[config.mk]
export PLATFORM = sky130hd
export DESIGN_NAME = button_debounce_autorepeat_flat
export DESIGN_NICKNAME = d
export VERILOG_FILES = /design/src/rtl/bda_pkg.sv /design/src/rtl/bda_if.sv /design/src/rtl/button_debounce_autorepeat.sv /design/src/flat_wrapper.sv
export VERILOG_INCLUDE_DIRS = /design/src /design/src/rtl
export SDC_FILE = /design/constraint.sdc
export NUM_CORES = 1
export LEC_CHECK = 0
export CAP_MARGIN = 0
export CORE_UTILIZATION = 55
export DETAILED_ROUTE_END_ITERATION = 7
export DONT_BUFFER_PORTS = 1
export PLACE_DENSITY = 0.7
export SYNTH_ARGS = -nofsm -noshare
export SYNTH_HDL_FRONTEND = slang
export SYNTH_SLANG_ARGS = --single-unit
[constraint.sdc]
create_clock -name clk -period 7.6 [get_ports clk]
set_input_delay 0.76 -clock clk [delete_from_list [all_inputs] [get_ports clk]]
set_output_delay 0.76 -clock clk [all_outputs]
set_load 0.03 [all_outputs]
[src/rtl/button_debounce_autorepeat_macros.svh]
// ----------------------------------------------------------------------------
// Button debounce with auto-repeat: assertion macros
// Checks are clocked on clk and are off while rst_n is low.
// ----------------------------------------------------------------------------
`ifndef BUTTON_DEBOUNCE_AUTOREPEAT_MACROS_SVH
`define BUTTON_DEBOUNCE_AUTOREPEAT_MACROS_SVH

// Consequent must hold in the same cycle as the antecedent
`define BDA_ASSERT_NOW(lbl, ante, cons) \
  lbl: assert property (@(posedge clk) disable iff (!rst_n) (ante) |-> (cons)) \
    else $error("bda: same-cycle check failed");

// Consequent must hold in the cycle after the antecedent
`define BDA_ASSERT_NEXT(lbl, ante, cons) \
  lbl: assert property (@(posedge clk) disable iff (!rst_n) (ante) |=> (cons)) \
    else $error("bda: next-cycle check failed");

`endif

[src/rtl/bda_pkg.sv]
`timescale 1ns / 1ps
// ----------------------------------------------------------------------------
// bda_pkg
// Widths, codes and reset values shared by the debounce block and its channels.
// ----------------------------------------------------------------------------
package bda_pkg;

  localparam int unsigned MS_W   = 16;
  localparam int unsigned BTN_W  = 8;
  localparam int unsigned KIND_W = 2;
  localparam int unsigned IDX_W  = 2;

  typedef logic [MS_W-1:0]   ms_t;
  typedef logic [BTN_W-1:0]  btn_t;
  typedef logic [KIND_W-1:0] kind_t;
  typedef logic [IDX_W-1:0]  idx_t;
  typedef logic [1:0]        mode_t;

  // Button modes
  localparam mode_t MODE_RELEASED = 2'd0;
  localparam mode_t MODE_TRACKING = 2'd1;
  localparam mode_t MODE_PRESSED  = 2'd2;
  localparam mode_t MODE_REPEAT   = 2'd3;

  // Event kinds
  localparam kind_t EV_RELEASED = 2'd0;
  localparam kind_t EV_PRESSED  = 2'd1;
  localparam kind_t EV_REPEAT   = 2'd2;
  localparam kind_t EV_UNUSED   = 2'd3;

  // Register indexes
  localparam idx_t REG_DEBOUNCE     = 2'd0;
  localparam idx_t REG_REPEAT_DELAY = 2'd1;
  localparam idx_t REG_REPEAT_RATE  = 2'd2;
  localparam idx_t REG_BUTTON       = 2'd3;

  // Register reset values
  localparam ms_t  DEBOUNCE_RST     = 16'd20;
  localparam ms_t  REPEAT_DELAY_RST = 16'd500;
  localparam ms_t  REPEAT_RATE_RST  = 16'd100;
  localparam btn_t BUTTON_RST       = 8'd0;

  localparam ms_t  MS_MAX = 16'hFFFF;

endpackage

[src/rtl/bda_if.sv]
`timescale 1ns / 1ps
// ----------------------------------------------------------------------------
// bda_if
// Valid/ready channels for tick items and button events.
// ----------------------------------------------------------------------------

// Tick channel: sampled level and elapsed milliseconds
interface bda_tick_if;
  logic         valid;
  logic         ready;
  logic         level_pressed;
  bda_pkg::ms_t elapsed_ms;

  modport source (output valid, output level_pressed, output elapsed_ms, input ready);
  modport sink   (input valid, input level_pressed, input elapsed_ms, output ready);
endinterface

// Event channel: event kind and button identifier
interface bda_event_if;
  logic           valid;
  logic           ready;
  bda_pkg::kind_t event_kind;
  bda_pkg::btn_t  event_button;

  modport source (output valid, output event_kind, output event_button, input ready);
  modport sink   (input valid, input event_kind, input event_button, output ready);
endinterface

[src/rtl/button_debounce_autorepeat.sv]
// Path: a tick accepted into the input register yields its event, if any, at the output
//   register (input register, then result register); an unaccepted event holds it back.
// Throughput: one tick per cycle unless an unaccepted event stalls it; the mode/countdown
//   update is a single 16-bit compare and add/subtract between the two registers.
// Reset: synchronous on rst_n low; registers return to 20/500/100/0 ms/id,
//   mode to released, countdown to zero, both stages empty.
`timescale 1ns / 1ps
// ----------------------------------------------------------------------------
// button_debounce_autorepeat
// Debounces a sampled button level and emits pressed, auto-repeat and
// released events, one optional event per tick.
// ----------------------------------------------------------------------------
`include "button_debounce_autorepeat_macros.svh"

module button_debounce_autorepeat (
  input  logic                clk,
  input  logic                rst_n,
  input  logic                cfg_we,
  input  bda_pkg::idx_t       cfg_index,
  input  bda_pkg::ms_t        cfg_wdata,
  bda_tick_if.sink            in_tick,
  bda_event_if.source         out_evt
);

  // Configuration registers
  bda_pkg::ms_t  debounce_r;
  bda_pkg::ms_t  repeat_delay_r;
  bda_pkg::ms_t  repeat_rate_r;
  bda_pkg::btn_t button_r;

  // Input stage
  logic          s1_valid_r;
  logic          s1_level_r;
  bda_pkg::ms_t  s1_elapsed_r;
  logic          s1_fire;
  logic          in_ready;

  // Button state
  bda_pkg::mode_t mode_r, mode_nxt;
  bda_pkg::ms_t   countdown_r, countdown_nxt;

  // Result stage
  logic           out_valid_r, out_valid_nxt;
  bda_pkg::kind_t out_kind_r;
  bda_pkg::btn_t  out_button_r;

  logic           emit;
  bda_pkg::kind_t emit_kind;
  logic           held;
  logic [bda_pkg::MS_W:0] repeat_sum;

  // Advance the input stage when the result slot is free or draining
  assign s1_fire  = s1_valid_r && (!out_valid_r || out_evt.ready);
  assign in_ready = !s1_valid_r || s1_fire;
  assign in_tick.ready = in_ready;

  // Write configuration
  always_ff @(posedge clk) begin
    if (!rst_n) begin
      debounce_r     <= bda_pkg::DEBOUNCE_RST;
      repeat_delay_r <= bda_pkg::REPEAT_DELAY_RST;
      repeat_rate_r  <= bda_pkg::REPEAT_RATE_RST;
      button_r       <= bda_pkg::BUTTON_RST;
    end else if (cfg_we) begin
      case (cfg_index)
        bda_pkg::REG_DEBOUNCE:     debounce_r     <= cfg_wdata;
        bda_pkg::REG_REPEAT_DELAY: repeat_delay_r <= cfg_wdata;
        bda_pkg::REG_REPEAT_RATE:  repeat_rate_r  <= cfg_wdata;
        bda_pkg::REG_BUTTON:       button_r       <= cfg_wdata[bda_pkg::BTN_W-1:0];
        default: begin
        end
      endcase
    end
  end

  // Capture a tick transfer
  always_ff @(posedge clk) begin
    if (!rst_n) begin
      s1_valid_r <= 1'b0;
    end else if (in_ready) begin
      s1_valid_r <= in_tick.valid;
    end
  end

  always_ff @(posedge clk) begin
    if (in_ready && in_tick.valid) begin
      s1_level_r   <= in_tick.level_pressed;
      s1_elapsed_r <= in_tick.elapsed_ms;
    end
  end

  // Step the mode and countdown for the tick in the input stage
  assign held       = (mode_r != bda_pkg::MODE_RELEASED);
  assign repeat_sum = {1'b0, countdown_r} + {1'b0, repeat_rate_r};

  always_comb begin
    mode_nxt      = mode_r;
    countdown_nxt = countdown_r;
    emit          = 1'b0;
    emit_kind     = bda_pkg::EV_RELEASED;
    if (s1_level_r != held) begin
      if (s1_level_r) begin
        countdown_nxt = debounce_r;
        mode_nxt      = bda_pkg::MODE_TRACKING;
      end else begin
        // Release after a confirmed press reports; release while tracking is silent
        mode_nxt  = bda_pkg::MODE_RELEASED;
        emit      = (mode_r != bda_pkg::MODE_TRACKING);
        emit_kind = bda_pkg::EV_RELEASED;
      end
    end else if (held) begin
      if (s1_elapsed_r < countdown_r) begin
        countdown_nxt = countdown_r - s1_elapsed_r;
      end else begin
        emit = 1'b1;
        case (mode_r)
          bda_pkg::MODE_TRACKING: begin
            mode_nxt      = bda_pkg::MODE_PRESSED;
            countdown_nxt = repeat_delay_r;
            emit_kind     = bda_pkg::EV_PRESSED;
          end
          bda_pkg::MODE_PRESSED: begin
            mode_nxt      = bda_pkg::MODE_REPEAT;
            countdown_nxt = repeat_rate_r;
            emit_kind     = bda_pkg::EV_REPEAT;
          end
          default: begin
            // Add the rate to the leftover count, saturating at full scale
            countdown_nxt = repeat_sum[bda_pkg::MS_W] ? bda_pkg::MS_MAX
                                                      : repeat_sum[bda_pkg::MS_W-1:0];
            emit_kind     = bda_pkg::EV_REPEAT;
          end
        endcase
      end
    end
  end

  always_ff @(posedge clk) begin
    if (!rst_n) begin
      mode_r      <= bda_pkg::MODE_RELEASED;
      countdown_r <= '0;
    end else if (s1_fire) begin
      mode_r      <= mode_nxt;
      countdown_r <= countdown_nxt;
    end
  end

  // Hold a result until its transfer, load a new one on a step
  always_comb begin
    if (s1_fire) begin
      out_valid_nxt = emit;
    end else if (out_evt.ready) begin
      out_valid_nxt = 1'b0;
    end else begin
      out_valid_nxt = out_valid_r;
    end
  end

  always_ff @(posedge clk) begin
    if (!rst_n) begin
      out_valid_r <= 1'b0;
    end else begin
      out_valid_r <= out_valid_nxt;
    end
  end

  always_ff @(posedge clk) begin
    if (s1_fire && emit) begin
      out_kind_r   <= emit_kind;
      out_button_r <= button_r;
    end
  end

  assign out_evt.valid        = out_valid_r;
  assign out_evt.event_kind   = out_kind_r;
  assign out_evt.event_button = out_button_r;

  // Assertions
  `BDA_ASSERT_NOW(a_stall_has_item, !in_ready, s1_valid_r)
  `BDA_ASSERT_NEXT(a_emit_lands, s1_fire && emit, out_valid_r)
  `BDA_ASSERT_NOW(a_press_from_tracking, s1_fire && emit && emit_kind == bda_pkg::EV_PRESSED,
                  mode_r == bda_pkg::MODE_TRACKING)
  `BDA_ASSERT_NEXT(a_idle_stays_released,
                   s1_fire && !s1_level_r && mode_r == bda_pkg::MODE_RELEASED,
                   mode_r == bda_pkg::MODE_RELEASED)
  `BDA_ASSERT_NOW(a_no_unused_kind, out_valid_r, out_kind_r != bda_pkg::EV_UNUSED)

endmodule

[src/flat_wrapper.sv]
// flat-port wrapper written by rule: the top's interface ports become plain ports
module button_debounce_autorepeat_flat 
  (clk, rst_n, cfg_we, cfg_index, cfg_wdata, in_tick_valid, in_tick_level_pressed, in_tick_elapsed_ms, in_tick_ready, out_evt_valid, out_evt_event_kind, out_evt_event_button, out_evt_ready);
  bda_tick_if in_tick_i ();
  bda_event_if out_evt_i ();
  input  logic clk;
  input  logic rst_n;
  input  logic cfg_we;
  input  bda_pkg::idx_t cfg_index;
  input  bda_pkg::ms_t cfg_wdata;
  input wire logic [$bits(in_tick_i.valid)-1:0] in_tick_valid;
  input wire logic [$bits(in_tick_i.level_pressed)-1:0] in_tick_level_pressed;
  input wire logic [$bits(in_tick_i.elapsed_ms)-1:0] in_tick_elapsed_ms;
  output wire logic [$bits(in_tick_i.ready)-1:0] in_tick_ready;
  output wire logic [$bits(out_evt_i.valid)-1:0] out_evt_valid;
  output wire logic [$bits(out_evt_i.event_kind)-1:0] out_evt_event_kind;
  output wire logic [$bits(out_evt_i.event_button)-1:0] out_evt_event_button;
  input wire logic [$bits(out_evt_i.ready)-1:0] out_evt_ready;
  assign in_tick_i.valid = in_tick_valid;
  assign in_tick_i.level_pressed = in_tick_level_pressed;
  assign in_tick_i.elapsed_ms = in_tick_elapsed_ms;
  assign in_tick_ready = in_tick_i.ready;
  assign out_evt_valid = out_evt_i.valid;
  assign out_evt_event_kind = out_evt_i.event_kind;
  assign out_evt_event_button = out_evt_i.event_button;
  assign out_evt_i.ready = out_evt_ready;
  button_debounce_autorepeat u_core (.clk(clk), .rst_n(rst_n), .cfg_we(cfg_we), .cfg_index(cfg_index), .cfg_wdata(cfg_wdata), .in_tick(in_tick_i), .out_evt(out_evt_i));
endmodule
# Yosys cells after proc, flatten, opt, wreduce, memory -nomap -nowiden
# Cells that the tools add are included.
[totals] wordCells=62 output_inout_bits=12 reg_bits=103 input_bits=40
[op_classes] muxes=18 magnitude_cmp=1 n_addsub=2 bitwise=1 n_reduce_logical=19 eq_ne=9
[ops] op="16-bit two-way mux" n=5
[ops] op="16-bit one-hot mux with 2 select lines" n=1
[ops] op="16-bit by 16-bit adder with 17-bit output" n=1
[ops] op="16-bit < comparator" n=1
[ops] op="16-bit subtractor" n=1
[ops] op="2-bit two-way mux" n=4
[ops] op="2-bit AND reduction" n=4
[ops] op="1-bit two-way mux" n=7
[ops] op="2-bit equality test (second input constant)" n=3
[ops] op="2-bit by 1-bit inequality test with 1-bit output (second input constant)" n=3
[ops] op="2-bit nonzero test" n=3
[ops] op="2-bit by 1-bit equality test with 1-bit output (second input constant)" n=2
[ops] op="2-bit one-hot mux with 2 select lines" n=1
[ops] op="4-bit AND reduction" n=1
[ops] op="1-bit logical AND" n=3
[ops] op="3-bit AND reduction" n=1
[ops] op="3-bit nonzero test" n=1
[ops] op="3-bit OR reduction" n=1
[ops] op="1-bit zero test" n=2
[ops] op="2-bit zero test" n=1
[ops] op="1-bit logical OR" n=2
[ops] op="1-bit inequality test" n=1
[ops] op="1-bit inverter" n=1

# Longest topological paths before layout
# Gate-level depths: netlist (run 1).
[depth] ltp_word=6 ltp_mapped=14

# Worst setup path before layout (run 1)
# No wires, ideal clock.
[synth_path] path_kind="reg2reg" start="reg u_core.countdown_r[0]" end="reg u_core.out_button_r[0], in the netlist u_core.out_evt.event_button[0] (enable)" path_buffers=1 arrival_ps=2458 setup_slack_ps=4766 stages_incl_launch_ff=13 required_ps=7224 setup_ps=376 path_cell_list="dfxtp_1 > inv_1 > ha_1 > inv_1 > fa_1 > a211oi_1 > o211ai_1 > nand3_1 > and3_1 > or2_1 > clkbuf_1 > a31oi_1 > nor2_1"
[synth_between] elab_chain_cells=5
[synth_lines] item="start, declared" line="button_debounce_autorepeat.sv:40" text="bda_pkg::ms_t countdown_r, countdown_nxt;"
[synth_lines] item="start signal, assigned" line="button_debounce_autorepeat.sv:144" text="countdown_r <= countdown_nxt;"
[synth_lines] item="16-bit < comparator" line="button_debounce_autorepeat.sv:112" text="if (s1_elapsed_r < countdown_r) begin"
[synth_lines] item="1-bit two-way mux" line="button_debounce_autorepeat.sv:112"
[synth_lines] item="1-bit two-way mux" line="button_debounce_autorepeat.sv:111" text="end else if (held) begin"
[synth_lines] item="1-bit two-way mux" line="button_debounce_autorepeat.sv:101" text="if (s1_level_r != held) begin"
[synth_lines] item="1-bit logical AND" line="button_debounce_autorepeat.sv:168" text="if (s1_fire && emit) begin"
[synth_lines] item="end signal, assigned" line="button_debounce_autorepeat.sv:170" text="out_button_r <= button_r;"
[synth_lines] item="end, declared" line="button_debounce_autorepeat.sv:45" text="bda_pkg::btn_t out_button_r;"
# No other way between the ends.
# A chain may end at the register's enable or synchronous reset.

# Worst setup path after layout (run 1)
[layout_path] start="reg u_core.countdown_r[0]" end="reg u_core.out_button_r[1], in the netlist u_core.out_evt.event_button[1] (enable)"
# The elaborated chain is that of the path after synthesis.

==> results of run 1 <==
==> through the flow <==
step                      worst slack (ns)  hold WS [ns]  instance area [um2]  util [%]
final                                4.098        0.4406                 5984     60.39
after detailed placement             4.218        0.4191                 5761     58.13
after global placement               4.244        0.4140                 5761     58.13
after global routing                 3.874        0.4239                 5984     60.39
after CTS                            4.157        0.4179                 5984     60.39
after floorplan                      4.766        0.4080                 5694         -
==> final cells by class <==
type	instances	area, um2
clock inverters	7	100.1
multi-input cells	495	3115
repair buffers	5	37.54
well taps	133	166.4
flip-flops and latches	103	2332
fillers	911	3925
inverters	29	108.9
clock buffers	9	123.9
==> sequential cells by signal, summed over array words and instances, names as in the netlist <==
signal,flops
u_core.countdown_r,16
u_core.debounce_r,16
u_core.repeat_delay_r,16
u_core.repeat_rate_r,16
u_core.s1_elapsed_r,16
u_core.button_r,8
u_core.out_evt.event_button,8
u_core.mode_r,2
u_core.out_evt.event_kind,2
u_core.out_evt.valid,1
u_core.s1_level_r,1
u_core.s1_valid_r,1
==> synth_stat cells, types with 2 or more instances <==
cell      instances
a211oi_1          6
nand4_1           3
a22oi_1          17
a211o_1           3
nor3b_1           2
or3_1             2
nor2_1           26
nand2_1         138
edfxtp_1         27
xnor2_1          18
a311oi_1          3
inv_1            29
and2_1            4
nor2b_1           3
o21a_1            6
a21o_1            8
o221ai_1          6
or2_2             2
ha_1             37
dfxtp_1          76
nand2b_1          3
o211a_1           4
a31oi_1           5
a32o_1            3
clkbuf_1         30
and3_1            4
or4_1             2
fa_1              2
a21oi_1          75
o21bai_1          7
nand3_1          20
buf_2             5
o22ai_1           2
nor3_1            4
o21ai_0          28
mux2i_1           9
a31o_2            5
xor2_1            5
o211ai_1         14
==> worst max-delay path: cells and delay by family, from the launching register on <==
kind,cells,cell delay (ns)
and+or+nand+nor,4,1.14
AOI/OAI and AO/OA,3,0.67
adders and majority gates,2,0.57
buffers and inverters,3,0.38
DFF,1,0.35
==> report_power, final <==
| group | internal (mW) | total (mW) | switching, mW |
|---|---|---|---|
| Combinational | 0.0797 | 0.208 | 0.129 |
| Sequential | 0.587 | 0.608 | 0.0211 |
| Clock | 0.164 | 0.384 | 0.220 |
| Total | 0.830 | 1.20 | 0.370 |
==> per-layer routing <==
| metal | track usage, % | share of wire, % | up-vias |
|---|---|---|---|
| met5 | 0 | 0 | - |
| met4 | 6.020 | 1.0 | 0 |
| met3 | 6.671 | 7.6 | 12 |
| met2 | 42.62 | 44 | 155 |
| met1 | 39.42 | 47 | 2190 |
| li1 | - | - | 2333 |
==> path summary, 6_finish.rpt <==
check                                startpoint                                        to  slack (ns)  cells past startpoint
max          u_core.countdown_r[0]$_SDFFE_PN0P_  u_core.out_evt.event_button[1]$_DFFE_PP_        4.10                     12
min                                       rst_n     u_core.repeat_delay_r[8]$_SDFFE_PN1P_        0.44                      1
max reg2reg  u_core.countdown_r[0]$_SDFFE_PN0P_  u_core.out_evt.event_button[1]$_DFFE_PP_        4.10                     12
min reg2reg     u_core.button_r[6]$_SDFFE_PN0P_  u_core.out_evt.event_button[6]$_DFFE_PP_        0.44                      0
==> cell families (layout without fill, tap and decap cells) <==
kind of cell,after synthesis,count (layout),synth area share (%)
XOR/XNOR,23,23,3.538
multiplexers,10,10,1.846
flip-flops,103,103,40.96
AND/OR/NAND/NOR,217,217,16.30
adder cells (fa/ha/maj),39,39,8.833
buffers and inverters,64,50,4.329
AO/OA/AOI/OAI,206,206,24.19
==> results.json, run 1 <==
{
  "status": "complete, no violations",
  "yosysWarnings": 0,
  "max_slew_margin_pct": 18.60,
  "rsz0062_at_grt": "false",
  "route.detailed.drc": 0,
  "viasPerCell": 6.005,
  "synthCells": 662,
  "crit_top_cell": "inv_1",
  "synth_cell_types": 58,
  "hold_path_class": "input port to register",
  "final.setup_skew_ns": 0.01059,
  "grt_overflow": 0,
  "initial_utilization_pct": 57.46,
  "cts_tree": "done",
  "slew_viol_final": 0,
  "die_y_um": 103.8,
  "cts_sinks": 103,
  "finalSetupTns_ns": 0,
  "tightest_slew_ns": 1.217,
  "path_clk_slew_ns": 0.11,
  "cts.repair.resized": 0,
  "yosysTopAreaCell": "dfxtp_1",
  "ant_nets": 0,
  "dp_cells": 765,
  "cp.arrival_ns": 3.53,
  "port_buffers": 0,
  "max_stage_delay_ns": 0.74,
  "cp-start-kind": "register",
  "grt_pass1_vias": 4593,
  "final_hold_viol_count": 0,
  "finalCriticalPeriod_ns": 3.502,
  "antenna_found_initial": 0,
  "die_area_um2": 10760,
  "end_kind": "register",
  "synth.yosys.seq_area_share_pct": 40.96,
  "postCtsSetupRepairBufs": 0,
  "cap_viol_max_count": 0,
  "ys.flop_type": "dfxtp_1",
  "drive_gt1_share_pct": 5.710,
  "n_antenna_cell": 0,
  "worstSetupPathType": "register to register",
  "power_mw": 1.200,
  "cp_max_fo": 24,
  "io-pin-count": 52,
  "clkLatencyLatePin_ns": 0.39,
  "syn2layout_area_growth_pct": 5.098,
  "syn_nets": 741,
  "async_flop_share_pct": 0,
  "layout.nets": 722,
  "vias": 4690,
  "core-area_um2": 9910,
  "synth_top_cells_by_area": "dfxtp_1, edfxtp_1, nand2_1",
  "final_common_cell": "nand2_1",
  "cpMaxStageDelayCell": "nor2_1",
  "grt_pass1_wl_um": 23580,
  "hpwl_um": 10320,
  "vdd_ir_drop_max_mv": 0.1944,
  "clk_path_buf_depth": 2,
  "wl_per_cell_um": 18.34,
  "setup_viol": 0,
  "clockRootBuffer": "clkbuf_8",
  "synth.cell_area_um2": 5694,
  "worst-endpoint-required_ns": 7.63,
  "power_leakage_nw": 2.363,
  "crit_chain": "inv_1 > ha_1 > inv_1 > fa_1 > a211oi_1 > o211ai_1 > nand3_1 > and3_1 > or2_1 > buf_4 > a31oi_1 > nor2_1",
  "max_freq_ghz": 0.2855,
  "synth_area_per_cell_um2": 8.602,
  "die_w_um": 103.8,
  "grt_use_total_pct": 27.69,
  "first_iter_violations": 292,
  "final_cell_mix": "nand2_1, dfxtp_1, a21oi_1",
  "power.density_nw_per_um2": 200.6,
  "layout.cells.non_filler": 781,
  "h-tree-depth": 3,
  "ctsHoldBuffers": 0,
  "period_share_pct": 46.08,
  "numCtsBuffers": 9,
  "drtPass1Iterations": 4,
  "rows": 36,
  "grt_start_max_net_pins": 53,
  "place_congestion": 0.8753,
  "wl_um": 14320,
  "synth_edf_count": 27,
  "synth_top_area_share_pct": 26.72,
  "ys_ff_latch": 103
}
Power figures use the tool's default switching activity.
==> run 2: changes to the inputs <==
- PLACE_DENSITY: 0.7 -> 0.73
- clock period: 7.6 -> 3 ns (I/O delays scaled with it)
==> results.json, run 2 (synthesis results as in run 1) <==
{
  "status": "complete, no violations",
  "met3_length_um": 565,
  "finalSetupTns_ns": 0,
  "power.density_nw_per_um2": 483.7,
  "r2r_start": "u_core.countdown_r[0]$_SDFFE_PN0P_",
  "port_buffers": 0,
  "power_frac_comb_pct": 19.0,
  "max_freq_ghz": 0.3495,
  "clk_path_buf_depth": 2,
  "hp-start": "cfg_wdata[6]",
  "hold_path_class": "input port to register",
  "grt_use_total_pct": 28.46,
  "cp.arrival_ns": 3.16,
  "wl_per_cell_um": 18.27,
  "worstSetupPathType": "register to register",
  "placed_area_um2": 5836,
  "pre_cts_slack_ns": 0.1063,
  "end_kind": "register",
  "min_path_cells": 2,
  "viasPerCell": 6.053,
  "rr_endpoint": "u_core.countdown_r[14]$_SDFFE_PN0P_",
  "multi_input_area_um2": 3132,
  "grt_overflow": 0,
  "hpwl_um": 10870,
  "min_to": "u_core.repeat_delay_r[6]$_SDFFE_PN1P_",
  "worstRegToRegCells": 12,
  "p_sw_mw": 0.9017,
  "place_congestion": 0.8793,
  "core-area_um2": 9910,
  "path_clk_slew_ns": 0.11,
  "max_slew_margin_pct": 25.26,
  "final_common_cell": "nand2_1",
  "cp_max_fo": 10,
  "grt_start_max_net_pins": 58,
  "final.setup_skew_ns": 0.01038,
  "nFillCells": 902,
  "rows": 36,
  "numCtsBuffers": 9,
  "vias": 4897,
  "grt_pass1_wl_um": 24030,
  "p_int_mw": 2.110,
  "rsz0062_at_grt": "false",
  "initial_utilization_pct": 57.46,
  "period_share_pct": 95.38,
  "finalCriticalPeriod_ns": 2.861,
  "postCtsSetupRepairBufs": 0,
  "antenna_found_initial": 0,
  "worst-endpoint-required_ns": 3.30,
  "route.detailed.drc": 0,
  "power_frac_seq_pct": 51.1,
  "drive_gt1_share_pct": 7.396,
  "final_hold_viol_count": 0,
  "h-tree-depth": 3,
  "clkLatencyLatePin_ns": 0.38,
  "die_area_um2": 10760,
  "wl_um": 14780,
  "cts_sinks": 103,
  "cap_viol_max_count": 0,
  "fin_ws_ns": 0.1387,
  "setup_viol": 0,
  "final_util_pct": 62.83,
  "dr_wl_met2_um": 7495,
  "syn2layout_area_growth_pct": 9.339,
  "slew_viol_final": 0,
  "first_iter_violations": 310,
  "layout.nets": 750,
  "clockPowerShare_pct": 29.8,
  "switching_share_pct": 29.94,
  "grt_pass1_vias": 4879,
  "cp-start-kind": "register",
  "n_antenna_cell": 0,
  "reg2reg_slack_ns": 0.14,
  "fin_area_um2": 6226,
  "final_cell_mix": "nand2_1, dfxtp_1, a21oi_1",
  "topRoutingLayerUsed": "met4",
  "vdd_ir_drop_max_mv": 0.4459,
  "wl_met1_um": 6253,
  "tightest_slew_ns": 1.117,
  "clockRootBuffer": "clkbuf_8",
  "cts_tree": "done",
  "ant_nets": 0,
  "die_w_um": 103.8,
  "power_leakage_nw": 2.482,
  "die_y_um": 103.8,
  "io-pin-count": 52,
  "register_area_um2": 2332,
  "drtPass1Iterations": 5
}
run 2: changes by cell type in the layout (fill, tap and decap cells not counted), sizes merged:
cell	previous run	this run
dlygate4sd3	0	18
buf	5	15
clkbuf	9	10
inv	33	32
run 2: what timing repair did:
item	4_1_cts	5_1_grt
hold endpoints to repair	27	1
hold buffers	17	1
endpoints found under the setup margin	0	20
resized for setup	0	5
run 2: per-layer routing:
metal / up-vias / GRT usage (%)
li1: 2385 / -
met1: 2348 / 34.33
met2: 133 / 49.90
met3: 31 / 5.160
met4: 0 / 11.84
met5: - / 0
run 2: how the worst max path moves through the flow:
stage,slack [ns],end,depth (start not counted),startpoint
floorplan,0.17,u_core.out_evt.event_button[0]$_DFFE_PP_,12,u_core.countdown_r[0]$_SDFFE_PN0P_
global placement,0.18,u_core.countdown_r[11]$_SDFFE_PN0P_,11,u_core.countdown_r[0]$_SDFFE_PN0P_
detailed placement,0.11,u_core.out_evt.event_button[6]$_DFFE_PP_,12,u_core.countdown_r[0]$_SDFFE_PN0P_
CTS,0.09,u_core.out_evt.event_kind[0]$_SDFFCE_PP0P_,12,u_core.countdown_r[0]$_SDFFE_PN0P_
global route,0.0009,u_core.countdown_r[14]$_SDFFE_PN0P_,12,u_core.countdown_r[0]$_SDFFE_PN0P_
finish,0.14,u_core.countdown_r[14]$_SDFFE_PN0P_,12,u_core.countdown_r[0]$_SDFFE_PN0P_
run 2: worst max-delay path: stages, from the launching register on:
cell	delay, ns
dfxtp_1	0.37
inv_1	0.06
ha_1	0.20
inv_1	0.07
fa_1	0.25
a211oi_2	0.11
o211ai_1	0.24
nand3_1	0.15
and3_1	0.21
or2_1	0.31
buf_4	0.21
or4_1	0.52
o221ai_1	0.08
run 2: layout make-up:
type,instances,area share (%)
repair buffers,33,4.703
multi-input cells,495,50.30
inverters,29,1.748
clock inverters,6,1.065
well taps,133,2.673
clock buffers,10,2.050
flip-flops and latches,103,37.46
run 2: power groups by stage:
| stage | combinational, mW | sequential, mW | clock (mW) |
|---|---|---|---|
| 2_1_floorplan | 0.419 | 1.55 | 0 |
| 3_3_place_gp | 0.530 | 1.57 | 0 |
| 3_5_place_dp | 0.541 | 1.57 | 0 |
| 4_1_cts | 0.564 | 1.54 | 0.914 |
| 5_1_grt | 0.632 | 1.55 | 0.966 |
| 6_report | 0.573 | 1.54 | 0.899 |
run 2: through the flow:
step	std cells	total power, mW	hold slack, ns
2_1_floorplan	662	1.971	0.3989
3_3_place_gp	775	2.099	0.3780
5_1_grt	809	3.143	0.01159
6_report	809	3.011	0.03416
4_1_cts	808	3.017	0.0003431
3_5_place_dp	775	2.112	0.3820
==> run 3: changes to the inputs <==
- CORE_UTILIZATION: 55 -> 58
- PLACE_DENSITY: 0.73 -> 0.76
==> results.json, run 3 (synthesis results as in run 1) <==
{
  "status": "complete, no violations",
  "power_mw": 2.964,
  "wl_um": 14790,
  "final_common_cell": "nand2_1",
  "grt_overflow": 0,
  "setup.worst_path.start": "u_core.countdown_r[0]$_SDFFE_PN0P_",
  "n_antenna_cell": 0,
  "layout.nets": 752,
  "fin_area_um2": 6240,
  "antenna_found_initial": 0,
  "h-tree-depth": 3,
  "cts_sinks": 103,
  "finalSetupTns_ns": 0,
  "cp-start-kind": "register",
  "die_w_um": 101.1,
  "slew_viol_final": 0,
  "finalCriticalPeriod_ns": 2.871,
  "grt_start_max_net_pins": 45,
  "viasPerCell": 6.147,
  "final_cell_mix": "nand2_1, dfxtp_1, a21oi_1",
  "postCtsSetupRepairBufs": 0,
  "setup_viol": 0,
  "drtPass1Iterations": 5,
  "hp-start": "cfg_wdata[5]",
  "first_iter_violations": 284,
  "clkLatencyLatePin_ns": 0.38,
  "io-pin-count": 52,
  "max_slew_margin_pct": 42.11,
  "clockRootBuffer": "clkbuf_8",
  "hold_path_class": "input port to register",
  "max_freq_ghz": 0.3483,
  "place_congestion": 0.9618,
  "power.density_nw_per_um2": 475.0,
  "pre_cts_slack_ns": 0.05976,
  "final.setup_skew_ns": 0.01808,
  "cp_max_fo": 7,
  "initial_utilization_pct": 60.76,
  "drive_gt1_share_pct": 7.965,
  "die_area_um2": 10220,
  "cts_tree": "done",
  "hpwl_um": 10610,
  "port_buffers": 0,
  "r2r_start": "u_core.countdown_r[0]$_SDFFE_PN0P_",
  "grt_use_total_pct": 30.73,
  "power_leakage_nw": 2.490,
  "placed_area_um2": 5843,
  "clk_path_buf_depth": 2,
  "tightest_slew_ns": 0.8684,
  "fin_ws_ns": 0.1292,
  "numCtsBuffers": 9,
  "ant_nets": 0,
  "path_clk_slew_ns": 0.11,
  "vias": 4961,
  "vdd_ir_drop_max_mv": 0.3638,
  "cp.arrival_ns": 3.15,
  "holdWs_ns": 0.03437,
  "wl_per_cell_um": 18.33,
  "period_share_pct": 95.69,
  "core-area_um2": 9371,
  "worstSetupPathType": "register to register",
  "rows": 35,
  "final_hold_viol_count": 0,
  "route.detailed.drc": 0,
  "die_y_um": 101.1,
  "syn2layout_area_growth_pct": 9.580,
  "cap_viol_max_count": 0,
  "end_kind": "register",
  "worst-endpoint-required_ns": 3.28,
  "grt_pass1_vias": 4867,
  "grt_pass1_wl_um": 23840
}
run 3: timing repair:
action                                  4_1_cts  5_1_grt
resized for setup                             0        6
hold buffers                                 18        1
endpoints found under the hold margin        26        1
endpoints found under the setup margin        0       27
run 3: metrics by stage:
| stage | util (%) | instances |
|---|---|---|
| floorplan | - | 662 |
| CTS | 66.22 | 806 |
| global route | 66.58 | 807 |
| finish | 66.58 | 807 |
| detailed placement | 62.35 | 772 |
| global placement | 62.35 | 772 |
run 3: path summary, 6_finish.rpt:
kind                                                    to  slack (ns)  cells after the start
setup / recovery       u_core.countdown_r[11]$_SDFFE_PN0P_        0.13                     11
hold reg to reg   u_core.out_evt.event_button[4]$_DFFE_PP_        0.45                      0
setup reg to reg       u_core.countdown_r[11]$_SDFFE_PN0P_        0.13                     11
hold / removal        u_core.repeat_rate_r[5]$_SDFFE_PN1P_        0.03                      2
run 3: where the power goes:
group          internal [mW]  switching, mW
combinational          0.235          0.347
clock                  0.324          0.523
sequential              1.49         0.0482
total                   2.05          0.918
run 3: layout make-up:
type | count | area, um2
multi-input combinational | 495 | 3144
fill | 818 | 3132
sequential | 103 | 2332
timing repair buffer | 35 | 310.3
tap | 129 | 161.4
clock buffer | 10 | 127.6
inverter | 29 | 108.9
clock inverter | 6 | 55.05
run 3: layer usage:
metal / part of all wire, % / track usage (%) / vias to the layer above
li1: - / - / 2387
met1: 39 / 36.08 / 2333
met2: 50 / 52.22 / 192
met3: 6.5 / 6.519 / 49
met4: 4.6 / 16.95 / 0
met5: 0 / 0 / -
run 3: worst max-delay path, cell delays in order (launching register included):
cell	delay [ns]
dfxtp_1	0.35
ha_1	0.27
fa_2	0.40
a211oi_2	0.27
o21bai_2	0.14
o2111ai_2	0.23
o21ai_0	0.11
a211o_1	0.31
buf_4	0.17
o211ai_1	0.17
a311oi_1	0.11
a31o_2	0.24
